## src/lpit_pkg.sv

```systemverilog
// Shared types and constants for the linear-probe identifier table.
package lpit_pkg;

  localparam int unsigned DEF_TABLE_DEPTH = 64;
  localparam int unsigned LEN_W           = 7;
  localparam int unsigned ID_W            = 32;
  localparam int unsigned SLOT_W          = 6;
  localparam int unsigned ADDR_W          = 3;
  localparam int unsigned DATA_W          = 32;
  localparam logic [LEN_W-1:0] LEN_RESET  = 7'd64;

  localparam logic [1:0] REQ_LOOKUP    = 2'd0;
  localparam logic [1:0] REQ_ALLOC     = 2'd1;
  localparam logic [1:0] REQ_NEXT_UUID = 2'd2;
  localparam logic [1:0] REQ_RELEASE   = 2'd3;

  // Register index of table_length in the config space
  localparam logic REG_TABLE_LENGTH = 1'b0;

  // Command broadcast to every cell while probing
  typedef struct packed {
    logic            probe_en;
    logic            free_ok;
    logic            wr_alloc;
    logic            wr_release;
    logic [ID_W-1:0] key;
  } cell_cmd_t;

endpackage

```

## src/linear_probe_id_table.sv

```systemverilog
// Top level: config register, home-slot divider, probe sequencer and cell row.
//
//  channel | ports                                      | handshake
//  in      | in_req_type, in_identifier                 | in_valid / in_stall
//  out     | out_status, out_slot, out_uuid, out_was_present | out_valid / out_stall
//  cfg     | psel penable pwrite paddr pwdata prdata pready  | APB, pready tied high
//
// One word at a time: restoring division over the 32 identifier bits for the
// home slot, a load step, then the token walks one cell per cycle through 1
// to n cells (n = effective table length), then the result is handed over,
// and the block goes back to idle before the next word is taken.
// Reset clears all entry valid bits at once.
// in_stall is high while a word is in flight or its result waits on out_stall.
module linear_probe_id_table
  import lpit_pkg::*;
#(
  parameter int unsigned TABLE_DEPTH = DEF_TABLE_DEPTH
) (
  input  logic              clk,
  input  logic              rst_n,
  input  logic              in_valid,
  output logic              in_stall,
  input  logic [1:0]        in_req_type,
  input  logic [ID_W-1:0]   in_identifier,
  output logic              out_valid,
  input  logic              out_stall,
  output logic              out_status,
  output logic [SLOT_W-1:0] out_slot,
  output logic [ID_W-1:0]   out_uuid,
  output logic              out_was_present,
  input  logic              psel,
  input  logic              penable,
  input  logic              pwrite,
  input  logic [ADDR_W-1:0] paddr,
  input  logic [DATA_W-1:0] pwdata,
  output logic [DATA_W-1:0] prdata,
  output logic              pready
);

  localparam int unsigned LW = $clog2(TABLE_DEPTH + 1);
  localparam int unsigned SW = (TABLE_DEPTH > 1) ? $clog2(TABLE_DEPTH) : 1;

  localparam logic [2:0] ST_IDLE  = 3'd0;
  localparam logic [2:0] ST_DIV   = 3'd1;
  localparam logic [2:0] ST_LOAD  = 3'd2;
  localparam logic [2:0] ST_PROBE = 3'd3;
  localparam logic [2:0] ST_DONE  = 3'd4;

  logic [2:0]        state_r, state_nxt;
  logic [LEN_W-1:0]  len_r, len_nxt;
  logic [1:0]        req_r, req_nxt;
  logic [ID_W-1:0]   id_r, id_nxt;
  logic [ID_W-1:0]   base_r, base_nxt;
  logic [LW-1:0]     rem_r, rem_nxt;
  logic [4:0]        bit_r, bit_nxt;
  logic [SW-1:0]     pos_r, pos_nxt;
  logic [LW-1:0]     cnt_r, cnt_nxt;
  logic              status_r, status_nxt;
  logic [SLOT_W-1:0] slot_r, slot_nxt;
  logic [ID_W-1:0]   uuid_r, uuid_nxt;
  logic              pres_r, pres_nxt;

  logic [31:0]       len32, n32;
  logic [LW-1:0]     n_len, n_m1;
  logic [LW:0]       div_t;
  logic [SW-1:0]     start_slot, last_slot;
  logic              cell_start;
  cell_cmd_t         cmd;
  logic [TABLE_DEPTH-1:0] tok_in, tok_fwd, tok_wrap, hit, hit_valid;
  logic              any_hit, any_present, cfg_wr;

  // effective length: 0 acts as 1, clamp at depth
  assign len32 = {{(32-LEN_W){1'b0}}, len_r};
  always_comb begin
    n32 = len32;
    if (len32 == 32'd0) n32 = 32'd1;
    if (len32 > TABLE_DEPTH) n32 = TABLE_DEPTH;
  end
  assign n_len     = n32[LW-1:0];
  assign n_m1      = n_len - LW'(1);
  assign last_slot = n_m1[SW-1:0];

  assign cfg_wr = psel & penable & pwrite & pready;
  assign pready = 1'b1;
  assign prdata = (paddr[2] == REG_TABLE_LENGTH) ?
                  {{(DATA_W-LEN_W){1'b0}}, len_r} : '0;
  assign len_nxt = (cfg_wr && paddr[2] == REG_TABLE_LENGTH) ? pwdata[LEN_W-1:0] : len_r;

  assign in_stall  = (state_r != ST_IDLE);
  assign out_valid = (state_r == ST_DONE);
  assign out_status      = status_r;
  assign out_slot        = slot_r;
  assign out_uuid        = uuid_r;
  assign out_was_present = pres_r;

  assign div_t = {rem_r, id_r[bit_r]};

  assign cell_start   = (state_r == ST_LOAD);
  assign start_slot   = (req_r == REQ_NEXT_UUID) ? '0 : rem_r[SW-1:0];
  assign cmd.probe_en   = (state_r == ST_PROBE);
  assign cmd.free_ok    = (req_r == REQ_ALLOC) || (req_r == REQ_NEXT_UUID);
  assign cmd.wr_alloc   = (req_r == REQ_ALLOC);
  assign cmd.wr_release = (req_r == REQ_RELEASE);
  assign cmd.key        = (req_r == REQ_NEXT_UUID) ? base_r : id_r;

  assign any_hit     = |hit;
  assign any_present = |hit_valid;

  genvar gi;
  generate
    for (gi = 0; gi < TABLE_DEPTH; gi++) begin : g_cell
      if (gi == 0) begin : g_head
        assign tok_in[gi] = |tok_wrap;
      end else begin : g_body
        assign tok_in[gi] = tok_fwd[gi-1];
      end
      lpit_cell #(
        .SLOT_BITS (SW),
        .CELL_IDX  (gi)
      ) u_cell (
        .clk        (clk),
        .rst_n      (rst_n),
        .start      (cell_start),
        .start_slot (start_slot),
        .last_slot  (last_slot),
        .tok_in     (tok_in[gi]),
        .cmd        (cmd),
        .tok_fwd    (tok_fwd[gi]),
        .tok_wrap   (tok_wrap[gi]),
        .hit        (hit[gi]),
        .hit_valid  (hit_valid[gi])
      );
    end
  endgenerate

  always_comb begin
    state_nxt  = state_r;
    req_nxt    = req_r;
    id_nxt     = id_r;
    base_nxt   = base_r;
    rem_nxt    = rem_r;
    bit_nxt    = bit_r;
    pos_nxt    = pos_r;
    cnt_nxt    = cnt_r;
    status_nxt = status_r;
    slot_nxt   = slot_r;
    uuid_nxt   = uuid_r;
    pres_nxt   = pres_r;
    case (state_r)
      ST_IDLE: begin
        if (in_valid) begin
          req_nxt   = in_req_type;
          id_nxt    = in_identifier;
          rem_nxt   = '0;
          bit_nxt   = 5'd31;
          state_nxt = ST_DIV;
        end
      end
      ST_DIV: begin
        // one quotient bit per cycle; remainder stays below n
        if (div_t >= {1'b0, n_len}) rem_nxt = LW'(div_t - {1'b0, n_len});
        else rem_nxt = div_t[LW-1:0];
        bit_nxt = bit_r - 5'd1;
        if (bit_r == 5'd0) state_nxt = ST_LOAD;
      end
      ST_LOAD: begin
        base_nxt  = id_r - {{(ID_W-LW){1'b0}}, rem_r};
        pos_nxt   = start_slot;
        cnt_nxt   = '0;
        state_nxt = ST_PROBE;
      end
      ST_PROBE: begin
        if (any_hit) begin
          status_nxt = 1'b0;
          slot_nxt   = SLOT_W'({{(32-SW){1'b0}}, pos_r});
          pres_nxt   = any_present;
          uuid_nxt   = (req_r == REQ_NEXT_UUID) ?
                       base_r + {{(ID_W-SW){1'b0}}, pos_r} : id_r;
          state_nxt  = ST_DONE;
        end else if (cnt_r == n_m1) begin
          status_nxt = 1'b1;
          slot_nxt   = '0;
          pres_nxt   = 1'b0;
          uuid_nxt   = (req_r == REQ_NEXT_UUID) ? base_r : id_r;
          state_nxt  = ST_DONE;
        end else begin
          pos_nxt = (LW'(pos_r) == n_m1) ? '0 : pos_r + SW'(1);
          cnt_nxt = cnt_r + LW'(1);
        end
      end
      ST_DONE: begin
        if (!out_stall) state_nxt = ST_IDLE;
      end
      default: state_nxt = ST_IDLE;
    endcase
  end

  always_ff @(posedge clk) begin
    if (!rst_n) begin
      state_r <= ST_IDLE;
      len_r   <= LEN_RESET;
    end else begin
      state_r <= state_nxt;
      len_r   <= len_nxt;
    end
    req_r    <= req_nxt;
    id_r     <= id_nxt;
    base_r   <= base_nxt;
    rem_r    <= rem_nxt;
    bit_r    <= bit_nxt;
    pos_r    <= pos_nxt;
    cnt_r    <= cnt_nxt;
    status_r <= status_nxt;
    slot_r   <= slot_nxt;
    uuid_r   <= uuid_nxt;
    pres_r   <= pres_nxt;
  end

  a_tok_onehot: assert property (@(posedge clk) disable iff (!rst_n)
    (state_r == ST_PROBE) |-> $onehot(tok_fwd | tok_wrap))
    else $error("probe token lost or duplicated");

  a_hit_single: assert property (@(posedge clk) disable iff (!rst_n)
    $onehot0(hit))
    else $error("more than one cell hit");

  a_accept_div: assert property (@(posedge clk) disable iff (!rst_n)
    (in_valid && !in_stall) |=> (state_r == ST_DIV))
    else $error("accepted word did not start division");

  a_fail_fields: assert property (@(posedge clk) disable iff (!rst_n)
    (out_valid && out_status) |-> (out_slot == '0 && !out_was_present))
    else $error("failure result carries a slot");

endmodule

```

## src/lpit_cell.sv

```systemverilog
// One table slot: entry storage plus one stage of the circulating probe token.
module lpit_cell
  import lpit_pkg::*;
#(
  parameter int unsigned SLOT_BITS = 6,
  parameter int unsigned CELL_IDX  = 0
) (
  input  logic                 clk,
  input  logic                 rst_n,
  input  logic                 start,
  input  logic [SLOT_BITS-1:0] start_slot,
  input  logic [SLOT_BITS-1:0] last_slot,
  input  logic                 tok_in,
  input  cell_cmd_t            cmd,
  output logic                 tok_fwd,
  output logic                 tok_wrap,
  output logic                 hit,
  output logic                 hit_valid
);

  logic            tok_r, tok_nxt;
  logic            valid_r, valid_nxt;
  logic [ID_W-1:0] id_r, id_nxt;
  logic            is_last;

  assign is_last  = (last_slot == SLOT_BITS'(CELL_IDX));
  assign tok_fwd  = tok_r & ~is_last;
  assign tok_wrap = tok_r & is_last;

  // a free entry never matches the key, whatever it last held; it hits only when free_ok is set
  assign hit = cmd.probe_en & tok_r &
               ((cmd.free_ok & ~valid_r) | (valid_r & (id_r == cmd.key)));
  assign hit_valid = hit & valid_r;

  always_comb begin
    tok_nxt   = tok_r;
    valid_nxt = valid_r;
    id_nxt    = id_r;
    if (start) begin
      tok_nxt = (start_slot == SLOT_BITS'(CELL_IDX));
    end else if (cmd.probe_en) begin
      tok_nxt = tok_in;
    end
    if (hit && cmd.wr_alloc) begin
      valid_nxt = 1'b1;
      id_nxt    = cmd.key;
    end else if (hit && cmd.wr_release) begin
      valid_nxt = 1'b0;
    end
  end

  always_ff @(posedge clk) begin
    if (!rst_n) begin
      tok_r   <= 1'b0;
      valid_r <= 1'b0;
    end else begin
      tok_r   <= tok_nxt;
      valid_r <= valid_nxt;
    end
    id_r <= id_nxt;
  end

endmodule

```

## config.mk

```make
export PLATFORM = sky130hd
export DESIGN_NAME = linear_probe_id_table
export DESIGN_NICKNAME = d
export VERILOG_FILES = /design/src/lpit_pkg.sv /design/src/linear_probe_id_table.sv /design/src/lpit_cell.sv
export SDC_FILE = /design/constraint.sdc
export NUM_CORES = 2
export LEC_CHECK = 0
export BUFFER_PORTS_ARGS = -buffer_cell sky130_fd_sc_hd__clkbuf_2
export CAP_MARGIN = 15
export CORE_ASPECT_RATIO = 0.5
export CORE_UTILIZATION = 66
export CTS_CLUSTER_SIZE = 12
export DETAILED_ROUTE_END_ITERATION = 8
export PLACE_DENSITY = 0.83
export SYNTH_ARGS = -nofsm -noshare
export SYNTH_HDL_FRONTEND = slang
export SYNTH_HIERARCHICAL = 1
export SYNTH_SLANG_ARGS = --single-unit
export TNS_END_PERCENT = 30
```

## constraint.sdc

```tcl
create_clock -name clk -period 31.1 [get_ports clk]
set_input_delay 9.33 -clock clk [delete_from_list [all_inputs] [get_ports clk]]
set_output_delay 9.33 -clock clk [all_outputs]
set_load 0.005 [all_outputs]
```

=== Word level (Yosys, flattened, before mapping) ===
Index checks and enable logic that the tools add are counted.

* $add $sub $neg: 7
* Magnitude comparators: 3
* Equality and inequality tests: 205
* Muxes and demuxes: 289
* Bitwise operators: 641
* Reductions and logical operators: 211

{| class="wikitable"
|+ Operators with widths
! operator !! number
|-
| $eq A32 B32 Y1 || 64
|-
| $and A1 B1 Y1 || 449
|-
| $eq A6 B6 Y1 const B || 64
|-
| $mux W1 || 260
|-
| $eq A6 B5 Y1 const B || 32
|-
| $reduce_or A64 Y1 || 3
|-
| $reduce_bool A2 Y1 || 67
|-
| $logic_and A1 B1 Y1 || 129
|-
| $mux W32 || 4
|-
| $not A1 Y1 || 128
|-
| $eq A6 B4 Y1 const B || 16
|-
| $or A1 B1 Y1 || 64
|-
| $mux W7 || 7
|-
| $eq A6 B3 Y1 const B || 8
|-
| $mux W6 || 6
|-
| $add A32 B6 Y32 || 1
|-
| $logic_not A32 Y1 || 1
|-
| $sub A32 B7 Y32 || 1
|-
| $pmux W7 S2 || 2
|-
| $eq A6 B2 Y1 const B || 4
|-
| $mux W3 || 5
|-
| $pmux W3 S5 || 1
|-
| $eq A6 B1 Y1 const B || 2
|-
| $logic_not A6 Y1 || 2
|-
| 28 further kinds || 36
|}

* Register bits after elaboration: 2317
* Bits of input ports: 76
* Output and inout bits: 75
* Word-level logic and storage cells: 1561

=== Depth between registers and ports, before layout ===
* Depth in word-level cells: 9
* Gate-level depth with buffers: 19
* Mapped depth without buffers: 15

=== By module ===
Netlist, hierarchy kept.

{| class="wikitable"
|+ Modules (own cells, without submodules)
! module !! times used !! cells an instance !! area an instance (um^2) !! seq. area each (um^2)
|-
| lpit_cell at g_cell[21].u_cell ... || 8 || 96 || 1476.4 || 1001.0
|-
| lpit_cell at g_cell[17].u_cell ... || 8 || 95 || 1473.9 || 1001.0
|-
| lpit_cell at g_cell[23].u_cell ... || 8 || 95 || 1471.4 || 1001.0
|-
| lpit_cell at g_cell[19].u_cell ... || 6 || 95 || 1468.9 || 1001.0
|-
| linear_probe_id_table || 1 || 831 || 8775.9 || 4134.0
|-
| lpit_cell at g_cell[20].u_cell ... || 4 || 96 || 1473.9 || 1001.0
|-
| lpit_cell at g_cell[10].u_cell ... || 4 || 95 || 1472.7 || 1001.0
|-
| lpit_cell at g_cell[13].u_cell ... || 4 || 93 || 1468.9 || 1001.0
|-
| lpit_cell at g_cell[16].u_cell ... || 4 || 96 || 1468.9 || 1001.0
|-
| lpit_cell at g_cell[55].u_cell ... || 2 || 96 || 1471.4 || 1001.0
|-
| lpit_cell at g_cell[4].u_cell ... || 2 || 96 || 1470.2 || 1001.0
|-
| lpit_cell at g_cell[1].u_cell ... || 2 || 94 || 1468.9 || 1001.0
|-
| lpit_cell at g_cell[11].u_cell ... || 2 || 95 || 1467.7 || 1001.0
|-
| lpit_cell at g_cell[52].u_cell ... || 2 || 94 || 1467.7 || 1001.0
|-
| +7 rows || - || - || - || -
|}

=== Worst setup path after synthesis ===
Ideal clock, no wire load.

* Kind: input port to output port
* Start point: input port paddr[2]
* End point: output port prdata[0]
* Data arrival time: 9.445 ns
* Data required time: 21.770 ns
* Path slack: 12.325 ns
* Cell stages on the path: 1
* Path buffers: 0
* Cells stage by stage: nor2b_1

* Cells in the longest elaborated chain, start to end: 1

{| class="wikitable"
|+ Ends and longest elaborated chain
! element !! line !! RTL
|-
| from (decl) || linear_probe_id_table.sv:34 || <nowiki>input logic [ADDR_W-1:0] paddr,</nowiki>
|-
| $mux W7 || linear_probe_id_table.sv:85 || <nowiki>assign prdata = (paddr[2] == REG_TABLE_LENGTH) ?</nowiki>
|-
| to (decl) || linear_probe_id_table.sv:36 || <nowiki>output logic [DATA_W-1:0] prdata,</nowiki>
|}

Every way passes these cells.

=== Worst setup path in the final report ===
* Start point: input port paddr[2]
* End point: output port prdata[4]

Same word-level chain as after synthesis.

==> flow_metrics.env <==
export IMPL_cts_buffers=221
export IMPL_die_w_um=560
export IMPL_min_to="state_r[1]"
export IMPL_synth_warnings=6
export IMPL_ir_drop_v=0.0000456
export IMPL_cts_tree="yes"
export IMPL_maxCapViolations=0
export IMPL_worst_setup_path_start_kind="primary input"
export IMPL_nets=7471
export IMPL_path_class="primary input to output port"
export IMPL_dp_cells=9215
export IMPL_route_detailed_drc=2
export IMPL_worst_pin_slew_ns=1.22
export IMPL_final_cell_mix="2179 x edfxtp_1, 2087 x xnor2_1, 635 x nand4_1"
export IMPL_crit_top_cell="clkbuf_2"
export IMPL_slowest_stage="clkbuf_2"
export IMPL_crit_fanout=8
export IMPL_grt_use_total_pct=31.0
export IMPL_avgSynthCellArea_sq_um=14.9
export IMPL_post_drt_via_cell_ratio=6.49
export IMPL_cts_buffer_depth=4
export IMPL_pin_count=151
export IMPL_fill_cells=8928
export IMPL_die_height_um=281
export IMPL_slew_violations=0
export IMPL_clk_pin_slew_ns=0.06
export IMPL_fmax_ghz=0.0525
export IMPL_start_util_pct=66.5
export IMPL_drive_above_1_share_pct=8.51
export IMPL_violations="DRC"
export IMPL_min_delay_start="state_r[1]"
export IMPL_fin_skew_ns=0.0479
export IMPL_areaGrowthSynthToFinish_pct=11.1
export IMPL_clock_sinks=2317
export IMPL_hold_depth=2
export IMPL_finalSetupViolCount=0
export IMPL_r2r_setup_slack_ns=22.79
export IMPL_min_period_ns=19.04
export IMPL_r2r_cells=18
export IMPL_root_buffer="clkbuf_16"
export IMPL_fin_setup_tns_ns=0
export IMPL_grt_antenna_before_repair=5
export IMPL_io_buffer_count=97
export IMPL_routabilityCongestion=0.920
export IMPL_wirelength_um=246000
export IMPL_initialDrtViolationCount=7813
export IMPL_grt_ovfl_total=0
export IMPL_hold_viol=0
export IMPL_rr_endpoint="pos_r[5]"
export IMPL_reg2reg_from="req_r[0]"
export IMPL_synthCells=6924
export IMPL_cts_hold_buf=0
export IMPL_setup_worst_path_start="paddr[2]"
export IMPL_h_tree_depth=4
export IMPL_dp_hpwl_um=142000
export IMPL_slowest_delay_ns=0.14
export IMPL_layout_commonest_cell="edfxtp_1"
export IMPL_worstPathArrival_ns=9.71
export IMPL_first_pass_iters=9
export IMPL_path_cells="clkbuf_2 -> nor2b_1 -> clkbuf_2"
export IMPL_grt_pass1_vias=60200
export IMPL_detail_route_wl_per_cell_um=25.8
export IMPL_grt_max_degree=187
export IMPL_core_area_sq_mm=0.155
export IMPL_min_path_type="flop to flop"
export IMPL_powerDensity_mw_per_mm2=55.7
export IMPL_vias=61800
export IMPL_dieArea_sq_mm=0.158
export IMPL_final_instance_count_excl_fill=9519
export IMPL_post_cts_resized=0
export IMPL_maxSlewHeadroom_pct=18.6
export IMPL_required_ns=21.77
export IMPL_final_antenna_net_count=0
export IMPL_fin_crit_sh_pct=61.2
export IMPL_rsz0062_at_grt="no"
export IMPL_std_cell_rows=102
export IMPL_grt_pass1_wl_um=368000
export IMPL_insertion_delay_ns=0.84
export IMPL_mappedNetlistArea_sq_mm=0.103
export IMPL_cts_setup_buffers=0
export IMPL_outcome="finished, violations left"
export IMPL_crit_path_end_kind="output port"
export IMPL_leakage_nw=34.0
## layout make-up
class,count,area [sq um],area share (%)
Sequential cell,2317,68200,59.7
Multi-Input combinational cell,4453,35200,30.8
Tap cell,2080,2600,2.28
Clock buffer,280,5780,5.06
Clock inverter,12,208,0.182
Inverter,127,487,0.426
Antenna cell,5,12.5,0.0109
Timing Repair Buffer,245,1810,1.58
## report_power, final
group | switching [mW] | total, mW | leakage (nW) | internal (mW)
Clock | 1.08 | 2.38 | 2.90 | 1.30
Sequential | 0.00978 | 3.44 | 20.7 | 3.43
Combinational | 0.356 | 0.537 | 10.4 | 0.182
Total | 1.45 | 6.36 | 34.0 | 4.92
## critical path: cells and delay by family
| family | cells | cell delay [ns] |
|---|---|---|
| buffers and inverters | 2 | 0.26 |
| AND/OR/NAND/NOR | 1 | 0.13 |
## worst max-delay path by stage
stage                      endpoint  depth (start not counted)
after floorplan           prdata[0]                          1
after global placement    prdata[3]                          3
after detailed placement  prdata[4]                          3
after CTS                 prdata[4]                          3
after global routing      prdata[4]                          3
final                     prdata[4]                          3
## routing by layer
metal  vias to the layer above  global-route usage, %  wire, um
met1                     31000                   44.3    101000
met3                       462                   6.68     26600
met2                      3239                   47.9    111000
met5                         -                      0        13
li1                      27100                      -         -
met4                         2                   10.1      7350
## flip-flops by register name, summed over array words and instances, names as in the netlist, 32 cells and up
| register | flops |
|---|---|
| id_r | 32 |
| g_cell.u_cell/tok_r | 64 |
| out_uuid | 32 |
| base_r | 32 |
| g_cell.u_cell/id_r | 2048 |
| g_cell.u_cell/valid_r | 64 |
## per-stage QoR
stage | power, mW | utilization, % | setup slack [ns] | area (sq um) | hold WS [ns]
2_1_floorplan | 3.87 | - | 12.33 | 103000 | 0.486
3_3_place_gp | 4.02 | 69.9 | 12.04 | 108000 | 0.529
3_5_place_dp | 4.03 | 69.9 | 12.05 | 108000 | 0.541
4_1_cts | 6.37 | 73.7 | 12.05 | 114000 | 0.552
5_1_grt | 6.53 | 73.8 | 12.03 | 114000 | 0.595
6_report | 6.36 | 73.8 | 12.06 | 114000 | 0.561
Note: power is estimated with default switching activity, not from simulation.
